--- config.mk ---
export PLATFORM = sky130hd
export DESIGN_NAME = scb_front
export DESIGN_NICKNAME = d
export VERILOG_FILES = /design/src/rtl/core/scb_pkg.sv /design/src/rtl/core/scb_fifo.sv /design/src/rtl/core/scb_front.sv
export SDC_FILE = /design/constraint.sdc
export NUM_CORES = 1
export LEC_CHECK = 0
export BUFFER_PORTS_ARGS = -buffer_cell sky130_fd_sc_hd__clkbuf_2
export CAP_MARGIN = 20
export CORE_MARGIN = 2
export CORE_UTILIZATION = 47
export DETAILED_ROUTE_END_ITERATION = 8
export PLACE_DENSITY = 0.81
export SYNTH_ARGS = -nofsm -noshare
export SYNTH_HDL_FRONTEND = slang
export SYNTH_HIERARCHICAL = 1
export SYNTH_SLANG_ARGS = --single-unit
--- constraint.sdc ---
create_clock -name clk -period 2.4 [get_ports clk]
set_input_delay 0.36 -clock clk [delete_from_list [all_inputs] [get_ports clk]]
set_output_delay 0.36 -clock clk [all_outputs]
set_load 0.1 [all_outputs]
--- src/rtl/core/scb_pkg.sv ---
`timescale 1ns / 1ps
`default_nettype none
package scb_pkg;

  // screen geometry
  localparam logic [4:0] SCREEN_ROWS = 5'd25;
  localparam logic [6:0] SCREEN_COLS = 7'd80;
  localparam logic [4:0] WIN_TOP     = 5'd3;
  localparam logic [4:0] WIN_BOTTOM  = 5'd21;
  localparam logic [6:0] WIN_LEFT    = 7'd4;
  localparam logic [6:0] WIN_RIGHT   = 7'd76;
  localparam logic [6:0] FRAME_LEFT  = 7'd2;
  localparam logic [6:0] FRAME_RIGHT = 7'd77;
  localparam logic [4:0] FRAME_ROW   = 5'd2;
  localparam logic [4:0] STATUS_TOP  = 5'd0;
  localparam logic [4:0] STATUS_SUB  = 5'd1;
  localparam logic [4:0] STATUS_LO0  = 5'd22;
  localparam logic [4:0] STATUS_LO1  = 5'd23;
  localparam logic [4:0] STATUS_BOT  = 5'd24;
  localparam logic [6:0] WIN_W       = 7'd73;
  localparam logic [4:0] WIN_H       = 5'd19;

  // attributes
  localparam logic [7:0] ATTR_CONTENT = 8'h1f;
  localparam logic [7:0] ATTR_FRAME   = 8'h70;
  localparam logic [7:0] ATTR_TOP     = 8'h30;
  localparam logic [7:0] ATTR_BAR     = 8'h17;
  localparam logic [7:0] ATTR_BOTTOM  = 8'h10;
  localparam logic [7:0] ATTR_PLAIN_RST = 8'h0f;
  localparam logic [7:0] ATTR_NONE    = 8'h00;

  // characters
  localparam logic [7:0] CH_NL    = 8'd10;
  localparam logic [7:0] CH_CR    = 8'd13;
  localparam logic [7:0] CH_BS    = 8'd8;
  localparam logic [7:0] CH_SPACE = 8'h20;
  localparam logic [7:0] CH_BSL   = 8'h5c;

  // op codes
  localparam logic [2:0] OP_CHAR   = 3'd0;
  localparam logic [2:0] OP_SCROLL = 3'd1;
  localparam logic [2:0] OP_TOP    = 3'd2;
  localparam logic [2:0] OP_BOTTOM = 3'd3;
  localparam logic [2:0] OP_CLEAR  = 3'd4;
  localparam logic [2:0] OP_READ   = 3'd5;

  // register indexes
  localparam logic CFG_FRAMED = 1'b0;
  localparam logic CFG_PLAIN  = 1'b1;

  typedef enum logic [3:0] {
    K_NOP, K_CHAR, K_NEWLINE, K_RETURN, K_BKSP,
    K_SCROLL, K_TOP, K_BOTTOM, K_CLEAR, K_READ
  } kind_t;

  typedef struct packed {
    kind_t              kind;
    logic [7:0]         ch;
    logic signed [10:0] delta;
    logic [4:0]         row;
    logic [6:0]         col;
  } cmd_t;

  typedef struct packed {
    logic [7:0] cell_char;
    logic [7:0] cell_attr;
    logic [4:0] cursor_row;
    logic [6:0] cursor_col;
    logic [8:0] view_offset;
    logic [9:0] line_total;
  } res_t;

  typedef struct packed {
    logic       we;
    logic       index;
    logic [7:0] data;
  } cfg_t;

endpackage
`default_nettype wire

--- src/rtl/core/scb_fifo.sv ---
`timescale 1ns / 1ps
`default_nettype none
module scb_fifo #(
  parameter int W     = 8,
  parameter int DEPTH = 2
) (
  input  wire logic         clk,
  input  wire logic         rst_n,
  input  wire logic         push,
  input  wire logic [W-1:0] din,
  output logic              full,
  input  wire logic         pop,
  output logic [W-1:0]      dout,
  output logic              empty
);
  localparam int PW = (DEPTH > 1) ? $clog2(DEPTH) : 1;
  localparam int CNTW = $clog2(DEPTH + 1);

  logic [W-1:0]    mem_r [DEPTH];
  logic [PW-1:0]   wr_ptr_r, rd_ptr_r;
  logic [CNTW-1:0] cnt_r;
  logic            do_push, do_pop;

  assign full    = (cnt_r == CNTW'(DEPTH));
  assign empty   = (cnt_r == '0);
  assign do_push = push && !full;
  assign do_pop  = pop && !empty;
  assign dout    = mem_r[rd_ptr_r];

  always_ff @(posedge clk) begin
    if (do_push) begin
      mem_r[wr_ptr_r] <= din;
    end
  end

  always_ff @(posedge clk) begin
    if (!rst_n) begin
      wr_ptr_r <= '0;
      rd_ptr_r <= '0;
      cnt_r    <= '0;
    end else begin
      if (do_push) begin
        wr_ptr_r <= (wr_ptr_r == PW'(DEPTH - 1)) ? '0 : wr_ptr_r + 1'b1;
      end
      if (do_pop) begin
        rd_ptr_r <= (rd_ptr_r == PW'(DEPTH - 1)) ? '0 : rd_ptr_r + 1'b1;
      end
      if (do_push && !do_pop) begin
        cnt_r <= cnt_r + 1'b1;
      end else if (do_pop && !do_push) begin
        cnt_r <= cnt_r - 1'b1;
      end
    end
  end
endmodule
`default_nettype wire

--- src/rtl/core/scb_front.sv ---
`timescale 1ns / 1ps
`default_nettype none
module scb_front (
  input  wire logic               clk,
  input  wire logic               rst_n,
  input  wire logic               in_push,
  output logic                    in_full,
  input  wire logic [2:0]         in_op,
  input  wire logic [7:0]         in_char_code,
  input  wire logic signed [10:0] in_scroll_delta,
  input  wire logic [4:0]         in_cell_row,
  input  wire logic [6:0]         in_cell_col,
  output scb_pkg::cmd_t           cmd,
  output logic                    cmd_empty,
  input  wire logic               cmd_pop
);
  scb_pkg::cmd_t cls;

  // decode op and control characters into one command kind
  always_comb begin
    cls.ch    = in_char_code;
    cls.delta = in_scroll_delta;
    cls.row   = in_cell_row;
    cls.col   = in_cell_col;
    case (in_op)
      scb_pkg::OP_CHAR: begin
        if (in_char_code == scb_pkg::CH_NL) begin
          cls.kind = scb_pkg::K_NEWLINE;
        end else if (in_char_code == scb_pkg::CH_CR) begin
          cls.kind = scb_pkg::K_RETURN;
        end else if (in_char_code == scb_pkg::CH_BS) begin
          cls.kind = scb_pkg::K_BKSP;
        end else begin
          cls.kind = scb_pkg::K_CHAR;
        end
      end
      scb_pkg::OP_SCROLL: cls.kind = scb_pkg::K_SCROLL;
      scb_pkg::OP_TOP:    cls.kind = scb_pkg::K_TOP;
      scb_pkg::OP_BOTTOM: cls.kind = scb_pkg::K_BOTTOM;
      scb_pkg::OP_CLEAR:  cls.kind = scb_pkg::K_CLEAR;
      scb_pkg::OP_READ:   cls.kind = scb_pkg::K_READ;
      default:            cls.kind = scb_pkg::K_NOP;
    endcase
  end

  scb_fifo #(.W($bits(scb_pkg::cmd_t)), .DEPTH(2)) u_cmd_q (
    .clk   (clk),
    .rst_n (rst_n),
    .push  (in_push),
    .din   (cls),
    .full  (in_full),
    .pop   (cmd_pop),
    .dout  (cmd),
    .empty (cmd_empty)
  );
endmodule
`default_nettype wire

### Word-level counts from Yosys, hierarchy flattened

Memory sizes are Yosys's and may differ from the RTL's. A register that Yosys moved wholly into a read port is not among the register bits.
Index checks and enable logic that the tools add are counted.

| cells by class | value |
|---|---|
| eq/ne operators | 9 |
| reduce and logical (&&, ||, !) cells | 11 |
| multiplexer cells | 12 |
| add/sub/neg operators | 4 |

Operator list:

| kind | count |
|---|---|
| 8-bit by 4-bit == test with 1-bit output, second input constant | 3 |
| 4-bit case mux with 6 select lines | 1 |
| 3-bit 2-to-1 mux | 3 |
| 3-bit by 2-bit == test with 1-bit output, second input constant | 2 |
| 3-bit == test, second input constant | 2 |
| 1-bit 2-to-1 mux | 6 |
| 1-bit logical AND | 4 |
| 1-bit logical NOT | 4 |
| 2-bit 2-to-1 mux | 2 |
| 3-bit by 1-bit == test with 1-bit output, second input constant | 1 |
| 3-bit logical NOT | 1 |
| 1-bit adder, second input constant | 2 |
| 2-bit by 1-bit adder with 2-bit output, second input constant | 1 |
| 2-bit == test, second input constant | 1 |
| 2-bit logical NOT | 1 |
| 2-bit nonzero test | 1 |
| 2-bit by 1-bit subtractor with 2-bit output, second input constant | 1 |

| storage, ports and cells | value |
|---|---|
| word-level logic and storage cells | 40 |
| memories | 1 |
| output and inout bits | 37 |
| register bits | 4 |
| RAM bits | 70 |
| bits of input ports | 38 |

Memories:

| memory | words | bits a word | read ports | clocked after memory_dff | wr ports | RTL line | RTL |
|---|---|---|---|---|---|---|---|
| u_cmd_q.mem_r | 2 | 35 | 1 | 1 | 1 | scb_fifo.sv:19 | `logic [W-1:0] mem_r [DEPTH];` |

### Depth between registers and ports, before layout

| logic depth | value |
|---|---|
| word-level depth | 7 |
| gate-level depth with buffers | 7 |
| mapped depth without buffers | 7 |

### Modules after synthesis

The synthesis kept the hierarchy.

By module, submodules not included:

| module | area each (µm²) | seq. area each (µm²) | cells each | times used |
|---|---|---|---|---|
| scb_fifo | 2757.6 | 2202.1 | 134 | 1 |
| scb_front | 106.4 | 0.0 | 15 | 1 |

### Worst setup path after synthesis

No wires, ideal clock.

| path | value |
|---|---|
| path kind | flip-flop to flip-flop |
| start point | reg u_cmd_q.cnt_r[0] |
| end point | mem u_cmd_q/mem_r[0][0] (netlist name), enable pin |
| data required time | 1.977 ns |
| arrival time | 2.219 ns |
| setup slack | -0.242 ns |
| cell stages (with the launch flop) | 4 |
| path buffers | 0 |
| path through | dfxtp_1 -> nand2b_1 -> inv_2 -> nor3_2 |

| between the ends | value |
|---|---|
| word-level cells in the longest chain between the ends | 5 |

RTL lines:

| item | RTL line | RTL |
|---|---|---|
| start, declared | scb_fifo.sv:21 | `logic [CNTW-1:0] cnt_r;` |
| start signal, assigned | scb_fifo.sv:49 | `cnt_r <= cnt_r + 1'b1;` |
| start signal, assigned | scb_fifo.sv:51 | `cnt_r <= cnt_r - 1'b1;` |
| 2-bit == test | scb_fifo.sv:24 | `assign full = (cnt_r == CNTW'(DEPTH));` |
| net in_full | scb_front.sv:7 | `output logic in_full,` |
| 1-bit logical NOT | scb_fifo.sv:26 | `assign do_push = push && !full;` |
| 1-bit logical AND | scb_fifo.sv:26 |  |
| 1-bit 2-to-1 mux | scb_fifo.sv:31 | `if (do_push) begin` |
| 1-bit 2-to-1 mux (implied by the code) | scb_fifo.sv:32 | `mem_r[wr_ptr_r] <= din;` |
| end, declared | scb_fifo.sv:19 |  |

The timed path passes the listed nets, and every way through them passes these cells.

==> results_dict.tcl <==
set metrics [dict create \
    status "complete, no violations" \
    syn-num-nets 188 \
    die_h_microns 82.1 \
    critPathRequiredTime_ns 2.04 \
    firstDrtPassIters 4 \
    num_vias 1552 \
    grt_pass1_wl_mm 7.31 \
    fin_ws_ns 0.294 \
    vias_per_cell 4.97 \
    syn2layout_area_growth_pct 40.7 \
    routed_wl_mm 4.93 \
    synth.avg_cell_area_sq_um 19.2 \
    leakagePower_nw 1.52 \
    nFillCells 387 \
    cts.hold.buffers_added 0 \
    numClockSinks 75 \
    place_congestion 0.730 \
    n_antenna_cell 0 \
    cts_buffer_depth 2 \
    seq_power_share_pct 31.0 \
    hold_class "input pin to flip-flop" \
    cts_tree "yes" \
    num_rows 28 \
    cts_buffers 9 \
    path_max_fanout 27 \
    dpl.hpwl_mm 3.35 \
    initial_core_util_pct 48.4 \
    end_kind "output pin" \
    p_int_mw 3.07 \
    ys_warn_count 6 \
    drive_gt1_share_pct 53.6 \
    synthCells 149 \
    clock_skew_ns 0.00456 \
    slew-limit-headroom_pct 64.0 \
    crit_top_cell "buf_12" \
    wl_per_cell_microns 15.8 \
    die_area_sq_um 6730 \
    die_w_microns 82.1 \
    grt_max_degree 37 \
    final_max_slew_viol_count 0 \
    synth_area_sq_um 2860 \
    path_class "flip-flop to output pin" \
    finish.utilization_pct 68.1 \
    max_freq_ghz 0.475 \
    antenna_left 0 \
    fin_crit_ns 2.11 \
    pwr-share-comb_pct 55.5 \
    switching_share_pct 44.9 \
    clock_latency_ns 0.32 \
    pre_cts_ws_ns 0.631 \
    ys_types 32 \
    ioPinCount 75 \
    grt_pass1_vias 1589 \
    start_kind "flip-flop" \
    final_hold_viol_count 0 \
    path_buf_inv 2 \
    holdWs_ns 0.228 \
    ys_ff_latch 75 \
    antenna_found_initial 0 \
    p_total_mw 5.57 \
    finalCritPeriodShare_pct 87.7 \
    grt_overflow 0 \
    cts_resized 0 \
    cts_max_level 3 \
    postCtsSetupRepairBufs 0 \
    rsz0062_at_grt "false" \
    root_buffer "clkbuf_8" \
    switching_power_mw 2.50 \
    final_nets 272 \
    vdd_drop_max_v 0.000904 \
    cpPeakStageDelay_ns 0.60 \
    drtIter0Drc 81 \
    drc 0 \
    critPathSlowestCell "dfxtp_1" \
    port_buffers 74 \
    crit_chain "buf_12 -> mux2_2 -> buf_12" \
    critPathTopFamily "flip-flops" \
    power_density_nw_per_um2 1380 \
    clockPowerShare_pct 13.5 \
    worst_pin_slew_ns 0.542 \
    worst_ep_arrival_time_ns 1.75 \
    grt_use_total_pct 15.4 \
    finalSetupTns_ns 0 \
    cts.clk_slew.worst_paths_ns 0.07 \
    setup_viol 0 \
    cap_viol_max_count 0 \
    coreArea_sq_um 5920 \
    synth-seq-area-share_pct 76.9 \
]
==> metal layers <==
metal	up-vias	GRT usage, %	share of wire (%)
li1	742	-	-
met1	743	17.7	39
met2	59	26.2	53
met3	8	3.74	5.7
met4	0	8.67	2.1
met5	-	0	0
==> synthesized netlist by cell type <==
cell type | n | area, sq um
edfxtp_1 | 70 | 2100
mux2_2 | 35 | 394
dfxtp_1 | 5 | 100
and2_1 | 3 | 18.8
buf_4 | 3 | 22.5
inv_1 | 3 | 11.3
nor2_1 | 3 | 11.3
a21oi_1 | 2 | 10.0
xnor2_1 | 2 | 17.5
a21boi_0 | 1 | 7.51
a21boi_1 | 1 | 7.51
a311oi_1 | 1 | 8.76
a31oi_1 | 1 | 6.26
and2b_1 | 1 | 7.51
and3_1 | 1 | 6.26
and3b_1 | 1 | 8.76
buf_2 | 1 | 5.00
ha_1 | 1 | 12.5
inv_2 | 1 | 3.75
nand2b_1 | 1 | 6.26
nand4b_1 | 1 | 8.76
nor2b_1 | 1 | 6.26
nor3_2 | 1 | 10.0
nor3_4 | 1 | 16.3
nor3b_1 | 1 | 7.51
o2111ai_1 | 1 | 8.76
o21a_1 | 1 | 7.51
o21ai_0 | 1 | 5.00
o21ai_1 | 1 | 5.00
or2_1 | 1 | 6.26
or3_1 | 1 | 6.26
xor2_1 | 1 | 8.76
==> cells in the final DEF (no fill, tap or decap), types with 3 or more instances in the layout <==
master,n
edfxtp_1,70
clkbuf_2,39
buf_12,37
mux2_2,35
clkbuf_8,9
dfxtp_1,5
inv_1,3
nor2_1,3
clkinv_1,3
and2_1,3
==> sequential cells by signal, indices dropped and copies added (netlist names), named ones only <==
register	cells
u_cmd_q/wr_ptr_r	1
u_cmd_q/cnt_r	2
u_cmd_q/mem_r	70
u_cmd_q/rd_ptr_r	1
==> per-stage QoR <==
step	std cells	instance area, sq um
after CTS	312	4030
final	312	4030
after detailed placement	297	3880
after global routing	312	4030
after floorplan	149	2870
after global placement	297	3880
==> kinds of logic (layout without fill, tap and decap cells) <==
logic type | count (synthesis) | in the layout | share of synthesized area [%]
adder cells (fa/ha/maj) | 1 | 1 | 0.437
buffers and inverters | 8 | 96 | 1.48
flip-flops | 75 | 75 | 76.9
AO/OA/AOI/OAI | 10 | 10 | 2.32
XOR/XNOR | 3 | 3 | 0.918
AND/OR/NAND/NOR | 17 | 17 | 4.20
multiplexers | 35 | 35 | 13.8
==> layout make-up <==
cell class / count / area, sq um / area share (%)
Sequential cell: 75 / 2200 / 54.6
Timing Repair Buffer: 77 / 943 / 23.4
Multi-Input combinational cell: 66 / 627 / 15.6
Clock buffer: 10 / 128 / 3.17
Tap cell: 75 / 93.8 / 2.33
Clock inverter: 5 / 21.3 / 0.528
Inverter: 4 / 15.0 / 0.373
==> power groups by stage <==
stage               Clock [mW]  Combinational [mW]  Sequential (mW)
finish                   0.750                3.09             1.73
global placement             0                3.09             1.74
floorplan                    0                2.08             1.72
CTS                      0.769                3.12             1.73
global route             0.825                3.19             1.74
detailed placement           0                3.10             1.76
==> path summary, 6_finish.rpt <==
kind	from	end	slack (ns)	cells past startpoint
hold / removal	in_cell_col[0]	u_cmd_q/mem_r[1][0]$_DFFE_PP_	0.23	1
hold reg to reg	u_cmd_q/cnt_r[1]$_SDFFE_PN0P_	u_cmd_q/cnt_r[1]$_SDFFE_PN0P_	0.52	2
setup reg to reg	u_cmd_q/cnt_r[0]$_SDFFE_PN0P_	u_cmd_q/mem_r[1][16]$_DFFE_PP_	0.78	3
setup / recovery	flip-flop	cmd[18]	0.29	3
Note: power is estimated with default switching activity, not from simulation.
