File: config.mk
export PLATFORM = sky130hd
export DESIGN_NAME = scb_fifo
export DESIGN_NICKNAME = d
export VERILOG_FILES = /design/src/rtl/core/scb_fifo.sv
export SDC_FILE = /design/constraint.sdc
export NUM_CORES = 1
export LEC_CHECK = 0
export BUFFER_PORTS_ARGS = -buffer_cell sky130_fd_sc_hd__buf_4
export CAP_MARGIN = 20
export CORE_ASPECT_RATIO = 1.2
export CORE_UTILIZATION = 44
export DETAILED_ROUTE_END_ITERATION = 8
export PLACE_DENSITY = 0.76
export SYNTH_ARGS = -nofsm -noshare
export SYNTH_HDL_FRONTEND = slang
export SYNTH_SLANG_ARGS = --single-unit
File: constraint.sdc
create_clock -name clk -period 1.5 [get_ports clk]
set_input_delay 0.3 -clock clk [delete_from_list [all_inputs] [get_ports clk]]
set_output_delay 0.3 -clock clk [all_outputs]
set_load 0.05 [all_outputs]
File: src/rtl/core/scb_fifo.sv
`timescale 1ns / 1ps
`default_nettype none
module scb_fifo #(
  parameter int W     = 8,
  parameter int DEPTH = 2
) (
  input  wire logic         clk,
  input  wire logic         rst_n,
  input  wire logic         push,
  input  wire logic [W-1:0] din,
  output logic              full,
  input  wire logic         pop,
  output logic [W-1:0]      dout,
  output logic              empty
);
  localparam int PW = (DEPTH > 1) ? $clog2(DEPTH) : 1;
  localparam int CNTW = $clog2(DEPTH + 1);

  logic [W-1:0]    mem_r [DEPTH];
  logic [PW-1:0]   wr_ptr_r, rd_ptr_r;
  logic [CNTW-1:0] cnt_r;
  logic            do_push, do_pop;

  assign full    = (cnt_r == CNTW'(DEPTH));
  assign empty   = (cnt_r == '0);
  assign do_push = push && !full;
  assign do_pop  = pop && !empty;
  assign dout    = mem_r[rd_ptr_r];

  always_ff @(posedge clk) begin
    if (do_push) begin
      mem_r[wr_ptr_r] <= din;
    end
  end

  always_ff @(posedge clk) begin
    if (!rst_n) begin
      wr_ptr_r <= '0;
      rd_ptr_r <= '0;
      cnt_r    <= '0;
    end else begin
      if (do_push) begin
        wr_ptr_r <= (wr_ptr_r == PW'(DEPTH - 1)) ? '0 : wr_ptr_r + 1'b1;
      end
      if (do_pop) begin
        rd_ptr_r <= (rd_ptr_r == PW'(DEPTH - 1)) ? '0 : rd_ptr_r + 1'b1;
      end
      if (do_push && !do_pop) begin
        cnt_r <= cnt_r + 1'b1;
      end else if (do_pop && !do_push) begin
        cnt_r <= cnt_r - 1'b1;
      end
    end
  end
endmodule
`default_nettype wire

---- Yosys cells after proc, flatten, opt, wreduce, memory -nomap -nowiden ----
Memories as Yosys holds them, arrays and structs flattened. A register that Yosys moved wholly into a read port is not among the register bits.
Index checks and enable logic that the tools add are counted.
storage, ports and cells
  output and inout port bits .............. 10
  memory bits (writable) .................. 16
  memories kept ........................... 1
  logic and storage cells ................. 27
  input port bits ......................... 12
  flip-flop bits (word level) ............. 4
cells by class
  mux-type cells .......................... 8
  $add $sub $neg .......................... 4
  reduce and logical (&&, ||, !) cells .... 10
  eq/ne operators ......................... 1
memory list
  memory  words  bits a word  read ports  clocked after memory_dff  wr ports  line  source
  mem_r   2      8            1           1                         1         19    logic [W-1:0] mem_r [DEPTH];
operators by type and width
  cell                   count
  $mux W1                6
  $logic_and A1 B1 Y1    4
  $logic_not A1 Y1       4
  $mux W2                2
  $add A1 B1 Y1 const B  2
  $add A2 B1 Y2 const B  1
  $eq A2 B2 Y1 const B   1
  $logic_not A2 Y1       1
  $reduce_bool A2 Y1     1
  $sub A2 B1 Y2 const B  1

---- Depth between registers and ports, before layout ----
Gate-level depths: netlist (run 1).
  word-level depth ........................ 7
  gate-level depth with buffers ........... 7
  mapped depth without buffers ............ 7

---- Worst setup path after synthesis (run 1) ----
Ideal clock, no wire load.
  path kind ............................... reg-to-reg
  from .................................... reg cnt_r[0]
  to ...................................... reg cnt_r[1]
  setup time .............................. 70 ps
  clock period less this slack ............ 1629 ps
  path slack .............................. -129 ps
  arrival ................................. 1559 ps
  cell stages (with the launch flop) ...... 7
  data required time ...................... 1430 ps
  path buffers ............................ 0
  cells stage by stage .................... dfxtp_1 > nand2b_1 > inv_2 > nor2_1 > ha_1 > or3_1 > a21boi_1
on the way
  word-level cells in the longest chain between the ends .. 6
  elaborated cells between the ends (all ways) .. 15
  those cells by class .................... add/sub (2); eq/ne (1); mux (2); reduce/logical (10)
RTL lines
  what                          line  source
  from (decl)                   21    logic [CNTW-1:0] cnt_r;
  from (signal assigned)        49    cnt_r <= cnt_r + 1'b1;
  from (signal assigned)        51    cnt_r <= cnt_r - 1'b1;
  $eq A2 B2 Y1 (*)              24    assign full = (cnt_r == CNTW'(DEPTH));
  via full                      11    output logic full,
  $logic_not A1 Y1 (*)          26    assign do_push = push && !full;
  $logic_and A1 B1 Y1 (*)       26
  $logic_not A1 Y1              50    end else if (do_pop && !do_push) begin
  $logic_and A1 B1 Y1           50
  $reduce_bool A2 Y1 (no line)  n/a
The timed path passes the listed nets; every way through them passes the cells marked *. The select of a mux whose other input is x is not followed.
A chain may end at the register's enable or synchronous reset.

==> results.md, run 1 <==
- ANT cells: 0
- HPWL Detailed: 895 µm
- Average cell area after synthesis: 16.2 µm²
- Area leader, netlist: edfxtp_1
- Die X: 41.2 µm
- Async SR Flop Fraction: 0%
- Design area: 0.00115 mm²
- Initial antenna violation count: 0
- Post-synth EDFFs: 16
- RSZ-0062 raised after global routing: true
- Util after Layout: 68.7%
- Commonest non-fill, non-tap cell in the layout: buf_4
- Final setup viols: 8
- Main area contributors after synthesis: edfxtp_1, dfxtp_1, mux2_2, and2_1, xnor2_1
- XOR/XNOR Fraction of Synth Area: 3.25%
- Seq cells post-synth: 21
- Clk_skew: 4.84 ps
- Yosys top cell area share: 59.4%
- Nets@finish: 92
- First-pass GRT wire length: 2.06 mm
- Worst setup EP type: primary output
- Min-Delay Path Class: primary input to register
- Worst-Skew Late Latency: 300 ps
- Total track usage: 16.4%
- Gr ovfl total: 0
- Largest family of logic cells by synthesized area: multiplexers
- Yosys warns: 0
- Worst Path Required: 1200 ps
- CTS Buf Count: 3
- Fraction of layout cells with a size suffix above 1: 60.3%
- DR vias/cell: 5.07
- Post-synthesis compound-gate area fraction: 4.02%
- Reg clk slew, reported paths: 110 ps
- Syn_nets: 63
- Gate Count Post-Synth: 50
- Die height: 49.0 µm
- Top FF cell, synth: edfxtp_1
- Final hold vios: 0
- Slew margin rel.: 74.4%
- Seq/Total Area, Yosys: 71.7%
- Final hold slack: 176 ps
- Drt drc: 0
- Drt wl/cell: 14.2 µm
- Pre-antenna DRT Iters: 4
- Max Cap Violations: 0
- Static Leak: 0.462 nW
- I/O pins: 22
- Outcome: finished, violations left
- Final worst setup slack: -43.9 ps
- Synth-to-Final Area Change: 42.7%
- Core area: 0.00168 mm²
- Count of final max-slew check failures: 0
- Count of cell types in the netlist: 20
- Final wirelength: 1.37 mm
- Num rows: 16
- Post-CTS Hold Buffers: 0
- Via count: 487
- Max VDD drop: 1610 µV
- Placed cell areas: 0.00100 mm²
- Commonest non-fill, non-tap cells in the layout: buf_4, edfxtp_1, mux2_4, buf_6
- CTS Root Cell: clkbuf_4
- Routability cong.: 0.655
- Fin crit period: 1540 ps
- CTS tree: done
- Clk sinks: 21
- Initial Util: 48.1%
- Die area: 0.00202 mm²
- Clk buf depth: 2
- Port Buffers: 21
- Detail Route Antenna Nets: 0
- Simple-gate portion of the synthesized area: 6.80%
- Pin slew with the least headroom to its limit: 384 ps
- Largest net degree at the start of global routing: 12
- CP Class: register to primary output
- Final period utilization: 103%
- Number of global-route vias before repair: 485
- Violated checks: negative setup slack
- PD cells: 1950 mW/mm²
- H-tree depth: 1
- Mux share of post-synthesis cell area: 11.1%
- CP Data Arrival Time: 1240 ps
- Netlist Area Pre-Place: 810 µm²
- DRT iter0 DRCs: 1
- CP Max Fanout: 8
- Critical path startpoint category: register
- Fmax: 648 MHz
- Synth Area in Adders: 1.55%
[cell usage after synthesis (2+ instances only)]
library cell / instances
and2_1: 3
dfxtp_1: 5
edfxtp_1: 16
mux2_2: 8
nor2_1: 2
xnor2_1: 2
[path summary, 6_finish.rpt]
path / from / to / slack (ps) / cells after the start
worst max-delay path: register / dout[6] / -40 / 2
worst min-delay path: din[4] / mem_r[0][4]$_DFFE_PP_ / 180 / 1
worst max register to register: cnt_r[0]$_SDFFE_PN0P_ / cnt_r[1]$_SDFFE_PN0P_ / 20 / 6
worst min register to register: cnt_r[1]$_SDFFE_PN0P_ / cnt_r[1]$_SDFFE_PN0P_ / 580 / 2
[state kept, by name, indices dropped and copies added (netlist names), named ones only]
name and count:
wr_ptr_r 1, mem_r 16, cnt_r 2, rd_ptr_r 1
[per-layer routing]
layer  vias up  wire (µm)  track usage, %
met5         -          0               0
li1        238          -               -
met3         4         78            4.11
met2        16        673            26.0
met1       229        562            17.6
met4         0         52            11.3
[area by class of cell]
cell class	instances	area [µm²]
clock buffers	4	26.3
fillers	129	527
inverters	2	12.5
multi-input cells	26	287
flip-flops and latches	21	589
well taps	18	22.5
repair buffers	25	218
[kinds of logic (layout without fill, tap and decap cells)]
logic type	Yosys count	count (layout)
AO/OA/AOI/OAI	5	5
XOR/XNOR	3	3
adder cells (fa/ha/maj)	1	1
buffers and inverters	3	31
flip-flops	21	21
multiplexers	8	8
AND/OR/NAND/NOR	9	9
[per-stage QoR]
stage | setup TNS (ps) | cells | power (W) | setup WS (ps)
final | -262 | 96 | 0.00225 | -43.9
after global routing | -602 | 96 | 0.00235 | -80.1
after CTS | -366 | 93 | 0.00213 | -48.4
after detailed placement | -52.6 | 89 | 0.00174 | -52.6
after global placement | 0 | 89 | 0.00172 | 13.7
after floorplan | 0 | 50 | 0.00150 | 0.474
[critical path, stage by stage (launching register included)]
cell     delay, ps
dfxtp_4        460
mux2_4         330
buf_6          150
[power breakdown]
group	internal, W	switching, W	total (W)	leakage (nW)
clock	0.000104	0.000163	0.000266	0.0150
sequential	0.000758	0.000107	0.000866	0.192
combinational	0.000515	0.000603	0.00112	0.254
[what timing repair did]
action / in CTS / in global routing
endpoints found under the setup margin: 9 / 9
pin swaps: 0 / 3
buffers inserted: 0 / 3
resized for setup: 20 / 8
Power figures use the tool's default switching activity.
==> run 2, diff against run 1 <==
--- a/config.mk
+++ b/config.mk
@@ -5,8 +5,9 @@
 export SDC_FILE = /design/constraint.sdc
 export NUM_CORES = 1
 export LEC_CHECK = 0
+export ABC_AREA = 1
 export BUFFER_PORTS_ARGS = -buffer_cell sky130_fd_sc_hd__buf_4
-export CAP_MARGIN = 20
+export CAP_MARGIN = 25
 export CORE_ASPECT_RATIO = 1.2
 export CORE_UTILIZATION = 44
 export DETAILED_ROUTE_END_ITERATION = 8
==> results.md, run 2 <==
- Outcome: finished, violations left
- Violated checks: negative setup slack
- Core area: 0.00170 mm² (+1.2%)
- Final wirelength: 1.40 mm (+2.3%)
- Yosys top cell area share: 58.4% (-0.99 points)
- Count of final max-slew check failures: 0 (unchanged)
- Placed cells: 103 (+16%)
- Combinational power share: 46.9% (-2.8 points)
- Worst r2r path cells: 9 (+3)
- CTS tree: done
- Min-Delay Path Class: primary input to register
- Switching Share: 40.1% (+1.3 points)
- Critical path startpoint category: register
- Largest Register: mem_r
- Slowest Stage Delay on Critical Path: 450 ps (about the same)
- Num rows: 16 (unchanged)
- RR Endpoint: cnt_r[1]$_SDFFE_PN0P_
- Pin slew with the least headroom to its limit: 147 ps (-238 ps)
- Reg clk slew, reported paths: 110 ps (about the same)
- Async SR Flop Fraction: 0% (unchanged)
- PD cells: 1840 mW/mm² (-5.6%)
- First-pass GRT wire length: 2.09 mm (+1.3%)
- Largest register FFs: 16 (unchanged)
- Fin crit period: 1530 ps (-11.1 ps)
- Post-CTS Hold Buffers: 0 (unchanged)
- Worst Path Required: 1200 ps (about the same)
- Fmax: 652 MHz (+0.72%)
- Count of cell types in the netlist: 15 (-25%)
- DR vias/cell: 4.96 (-2.2%)
- Die height: 49.4 µm (+0.82%)
- Top-count cell post-synth: edfxtp_1
- Initial Util: 48.4% (+0.24 points)
- Worst-Skew Late Latency: 290 ps (about the same)
- Final worst setup slack: -32.8 ps (+11.1 ps)
- Yosys warns: 0 (unchanged)
- Fraction of layout cells with a size suffix above 1: 50.0% (-10 points)
- Seq cells post-synth: 21 (unchanged)
- Main area contributors after synthesis: edfxtp_1, dfxtp_1, mux2_2, nor2_1, inv_1
- Flop-to-flop setup slack: 150 ps (+130 ps)
- Drt wl/cell: 12.9 µm (-9.1%)
- Switching power summed over all nets: 0.000839 W (-3.9%)
- Clk sinks: 21 (unchanged)
- CP Max Fanout: 8 (unchanged)
- Routability cong.: 0.645 (-1.5%)
- Total track usage: 13.9% (-2.5 points)
- Top flop regs: mem_r (16), cnt_r (2)
- Gate Count Post-Synth: 63 (+26%)
- Commonest non-fill, non-tap cells in the layout: buf_4, edfxtp_1, nor2_1, mux2_4, buf_6
- Gr ovfl total: 0 (unchanged)
- Syn_nets: 76 (+21%)
- Die area: 0.00205 mm² (+1.6%)
- Pint: 0.00125 W (-9.0%)
- Die X: 41.5 µm (+0.80%)
- Top FF cell, synth: edfxtp_1
- DRT iter0 DRCs: 12 (+11)
- CTS Root Cell: clkbuf_4
- Max VDD drop: 1130 µV (-30%)
- Seq/Total Area, Yosys: 70.5% (-1.2 points)
- Port Buffers: 21 (unchanged)
- CP Class: register to primary output
- Slew margin rel.: 90.1% (+16 points)
- Number of global-route vias before repair: 512 (+5.6%)
- Synth-to-Final Area Change: 38.1%
- Placed cell areas: 0.00102 mm² (+1.6%)
- Static Leak: 0.485 nW (+5.0%)
- Worst-path cell chain: mux2_4, buf_6
- Largest net degree at the start of global routing: 13 (+1)
- CTS Buf Count: 3 (unchanged)
- Tot Pwr: 0.00209 W (-7.0%)
- HPWL Detailed: 957 µm (+6.8%)
- Clk buf depth: 2 (unchanged)
- Worst setup EP type: primary output
- Initial antenna violation count: 0 (unchanged)
- Average cell area after synthesis: 13.1 µm² (-19%)
- Area leader, netlist: edfxtp_1
- Finished Layout Cells: 108 (+13%)
- ANT cells: 0 (unchanged)
- Pre-antenna DRT Iters: 4 (unchanged)
- Max Cap Violations: 0 (unchanged)
- I/O pins: 22 (unchanged)
- Clk_skew: 6.80 ps (+1.96 ps)
- H-tree depth: 1 (unchanged)
- Detail Route Antenna Nets: 0 (unchanged)
- CP endpoint: dout[0]
- Post-synth EDFFs: 16 (unchanged)
- Design area: 0.00114 mm² (-1.5%)
- Nets@finish: 104 (+13%)
- RSZ-0062 raised after global routing: true
- CP Data Arrival Time: 1230 ps (about the same)
- Clk pwr share: 12.3% (+0.5 points)
- Final period utilization: 102% (-0.74 points)
- Final hold vios: 0 (unchanged)
- R2r startpoint: cnt_r[1]$_SDFFE_PN0P_
- Synth top cells by count: edfxtp_1, nor2_1, inv_1, mux2_2, nand2_1
- Flop pwr share: 40.7% (+2.2 points)
- Final setup viols: 8 (unchanged)
- Via count: 536 (+10%)
- Drt drc: 0 (unchanged)
- Netlist Area Pre-Place: 823 µm² (+1.7%)
- CP max-delay cell: dfxtp_4
run 2: cell count changes after synthesis, sizes merged, moves of 2 or more:
cell    previous run  this run
nand2              0         6
and2               3         0
nor2               2        11
a21boi             2         0
xnor2              2         0
inv                2         9
run 2: cell families (layout without fill, tap and decap cells):
logic type                 Yosys count  count (layout)  synth area share (%)
and+or+nand+nor                     19              19                  9.42
AOI/OAI and AO/OA                    4               4                  2.89
adders and majority gates            1               1                  1.52
DFF                                 21              21                  70.5
buffers and inverters               10              37                  4.71
muxes                                8               8                  10.9
run 2: final cells by class:
type | count | area (µm²)
timing repair buffer | 24 | 210
inverter | 9 | 33.8
clock buffer | 3 | 22.5
fill | 132 | 564
multi-input combinational | 32 | 254
clock inverter | 1 | 5.00
tap | 18 | 22.5
sequential | 21 | 589
run 2: how the worst min path moves through the flow:
stage / startpoint / end / slack (ps) / cells after the start
after CTS: din[1] / mem_r[1][1]$_DFFE_PP_ / 170 / 1
final: din[1] / mem_r[1][1]$_DFFE_PP_ / 180 / 1
after floorplan: din[0] / mem_r[0][0]$_DFFE_PP_ / 400 / 0
after detailed placement: din[1] / mem_r[1][1]$_DFFE_PP_ / 490 / 1
after global routing: din[1] / mem_r[0][1]$_DFFE_PP_ / 160 / 1
after global placement: din[5] / mem_r[0][5]$_DFFE_PP_ / 490 / 1
run 2: metrics by stage:
step	hold WS, ps	util, %	setup WS [ps]	TNS (ps)
2_1_floorplan	399	-	94.1	0
3_3_place_gp	485	60.0	92.4	0
3_5_place_dp	488	60.0	24.3	0
4_1_cts	173	65.4	-38.1	-262
5_1_grt	160	66.8	-72.7	-500
6_report	181	66.8	-32.8	-179
run 2: critical path, delay by kind of cell, from the launching register on:
family	cells	cell delay (ps)
multiplexers	1	330
flip-flops	1	450
buffers and inverters	1	160
run 2: power by group through the flow:
| stage | Clock [W] | Combinational (W) | Sequential [W] |
|---|---|---|---|
| 6_report | 0.000258 | 0.000982 | 0.000852 |
| 3_3_place_gp | 0 | 0.000829 | 0.000832 |
| 5_1_grt | 0.000283 | 0.00105 | 0.000865 |
| 2_1_floorplan | 0 | 0.000642 | 0.000804 |
| 4_1_cts | 0.000263 | 0.000937 | 0.000845 |
| 3_5_place_dp | 0 | 0.000848 | 0.000840 |
run 2: metal layers:
layer  up-vias  part of all wire [%]  track usage [%]
li1        265                     -                -
met5         -                     0                0
met1       252                    41             14.4
met3         2                   5.1             4.07
met2        17                    52             24.5
met4         0                  0.93             8.06
run 2: timing repair:
action / CTS / global route
pin swaps: 0 / 1
setup buffers: 0 / 1
resized for setup: 19 / 4
setup endpoints to repair: 9 / 10
==> run 3, diff against run 2 <==
--- a/config.mk
+++ b/config.mk
@@ -12,6 +12,7 @@
 export CORE_UTILIZATION = 44
 export DETAILED_ROUTE_END_ITERATION = 8
 export PLACE_DENSITY = 0.76
+export RECOVER_POWER = 25
 export SYNTH_ARGS = -nofsm -noshare
 export SYNTH_HDL_FRONTEND = slang
 export SYNTH_SLANG_ARGS = --single-unit
==> results.md, run 3 (synthesis gave the netlist of run 2 again) <==
- Worst-path cell chain: mux2_4, buf_6
- Pre-antenna DRT Iters: 4 (unchanged)
- Commonest non-fill, non-tap cell in the layout: edfxtp_1
- ANT cells: 0 (unchanged)
- Post-CTS Hold Buffers: 0 (unchanged)
- Design area: 0.00114 mm² (unchanged)
- Flop pwr share: 40.7% (about the same)
- RSZ-0062 raised after global routing: true
- Die height: 49.4 µm (unchanged)
- Count of final max-slew check failures: 0 (unchanged)
- Fraction of layout cells with a size suffix above 1: 50.0% (unchanged)
- Min-Delay Path Class: primary input to register
- Outcome: finished, violations left
- Clk pwr share: 12.3% (about the same)
- Core area: 0.00170 mm² (unchanged)
- Fin crit period: 1530 ps (+0.876 ps)
- Violated checks: negative setup slack
- Slowest Stage Delay on Critical Path: 450 ps (about the same)
- Switching power summed over all nets: 0.000838 W (about the same)
- Fmax: 652 MHz (about the same)
- Flop-to-flop setup slack: 150 ps (about the same)
- Die area: 0.00205 mm² (unchanged)
- Static Leak: 0.484 nW (-0.21%)
- Slew margin rel.: 90.1% (unchanged)
- Critical path startpoint category: register
- Drt drc: 0 (unchanged)
- CTS Root Cell: clkbuf_4
- Detail Route Antenna Nets: 0 (unchanged)
- Placed cells: 103 (unchanged)
- Die X: 41.5 µm (unchanged)
- Switching Share: 40.1% (about the same)
- PD cells: 1840 mW/mm² (about the same)
- Synth-to-Final Area Change: 38.1% (unchanged)
- DRT iter0 DRCs: 10 (-2)
- Drt wl/cell: 12.8 µm (-0.79%)
- Placed cell areas: 0.00102 mm² (unchanged)
- Final wirelength: 1.39 mm (-0.79%)
- Largest net degree at the start of global routing: 13 (unchanged)
- CP Class: register to primary output
- R2r startpoint: cnt_r[1]$_SDFFE_PN0P_
- Port Buffers: 21 (unchanged)
- Top flop regs: mem_r (16), cnt_r (2)
- I/O pins: 22 (unchanged)
- CTS Buf Count: 3 (unchanged)
- CP max-delay cell: dfxtp_4
- HPWL Detailed: 957 µm (unchanged)
- Worst Path Required: 1200 ps (about the same)
- Reg clk slew, reported paths: 110 ps (about the same)
- Commonest non-fill, non-tap cells in the layout: edfxtp_1, buf_4, nor2_1
- Routability cong.: 0.645 (unchanged)
- Worst setup EP type: primary output
- First-pass GRT wire length: 2.09 mm (unchanged)
- Combinational power share: 46.9% (about the same)
- Final hold vios: 0 (unchanged)
- Clk buf depth: 2 (unchanged)
- Gr ovfl total: 0 (unchanged)
- Initial antenna violation count: 0 (unchanged)
- DR vias/cell: 4.94 (-0.37%)
- Final worst setup slack: -33.7 ps (-0.876 ps)
- CP Max Fanout: 8 (unchanged)
- Via count: 534 (-0.37%)
- Finished Layout Cells: 108 (unchanged)
- Nets@finish: 104 (unchanged)
- Clk sinks: 21 (unchanged)
- Max VDD drop: 1130 µV (-0.21%)
- H-tree depth: 1 (unchanged)
- Largest register FFs: 16 (unchanged)
- CTS tree: done
- Num rows: 16 (unchanged)
- Max Cap Violations: 0 (unchanged)
- Hold path startpoint: din[6]
- Largest Register: mem_r
- Initial Util: 48.4% (unchanged)
- Clk_skew: 7.14 ps (+0.333 ps)
- Worst-Skew Late Latency: 290 ps (about the same)
- Final setup viols: 8 (unchanged)
- CP Data Arrival Time: 1230 ps (about the same)
- Pint: 0.00125 W (about the same)
- Number of global-route vias before repair: 512 (unchanged)
- Pin slew with the least headroom to its limit: 147 ps (unchanged)
- Final period utilization: 102% (about the same)
- Total track usage: 13.9% (unchanged)
[run 3: path summary, 6_finish.rpt]
path,to,cells past startpoint
max,dout[0],2
min,mem_r[0][6]$_DFFE_PP_,1
max reg2reg,cnt_r[1]$_SDFFE_PN0P_,9
min reg2reg,wr_ptr_r$_SDFFE_PN0N_,2
[run 3: layout make-up]
| class | instances | area [µm²] |
|---|---|---|
| Clock buffer | 3 | 22.5 |
| Sequential cell | 21 | 589 |
| Fill cell | 132 | 564 |
| Clock inverter | 1 | 5.00 |
| Multi-Input combinational cell | 32 | 254 |
| Inverter | 9 | 33.8 |
| Timing Repair Buffer | 24 | 210 |
| Tap cell | 18 | 22.5 |
[run 3: critical path, delay by kind of cell, from the launching register on]
kind / cells / cell delay, ps
flip-flops: 1 / 450
multiplexers: 1 / 330
buffers and inverters: 1 / 160
[run 3: metrics by stage]
| step | total power (W) | setup slack [ps] | TNS, ps | utilization, % | hold slack (ps) |
|---|---|---|---|---|---|
| final | 0.00209 | -33.7 | -183 | 66.8 | 190 |
| after global placement | 0.00166 | 92.4 | 0 | 60.0 | 485 |
| after CTS | 0.00205 | -38.1 | -262 | 65.4 | 173 |
| after global routing | 0.00220 | -72.7 | -500 | 66.8 | 170 |
| after detailed placement | 0.00169 | 24.3 | 0 | 60.0 | 488 |
| after floorplan | 0.00145 | 94.1 | 0 | - | 399 |
[run 3: what timing repair did]
item,CTS,global route
resized for setup,19,4
endpoints found under the setup margin,9,10
pin swaps,0,1
buffers inserted,0,1
[run 3: power by group through the flow]
| stage | Sequential (W) | Combinational, W | Clock, W |
|---|---|---|---|
| finish | 0.000852 | 0.000981 | 0.000258 |
| global route | 0.000865 | 0.00105 | 0.000283 |
| floorplan | 0.000804 | 0.000642 | 0 |
| detailed placement | 0.000840 | 0.000848 | 0 |
| global placement | 0.000832 | 0.000829 | 0 |
| CTS | 0.000845 | 0.000937 | 0.000263 |
[run 3: layer usage]
| layer | part of all wire [%] | vias up | wire (µm) | GRT usage (%) |
|---|---|---|---|---|
| li1 | - | 265 | - | - |
| met1 | 40 | 248 | 558 | 14.4 |
| met2 | 53 | 19 | 736 | 24.5 |
| met3 | 5.6 | 2 | 77 | 4.07 |
| met4 | 0.94 | 0 | 13 | 8.06 |
| met5 | 0 | - | 0 | 0 |
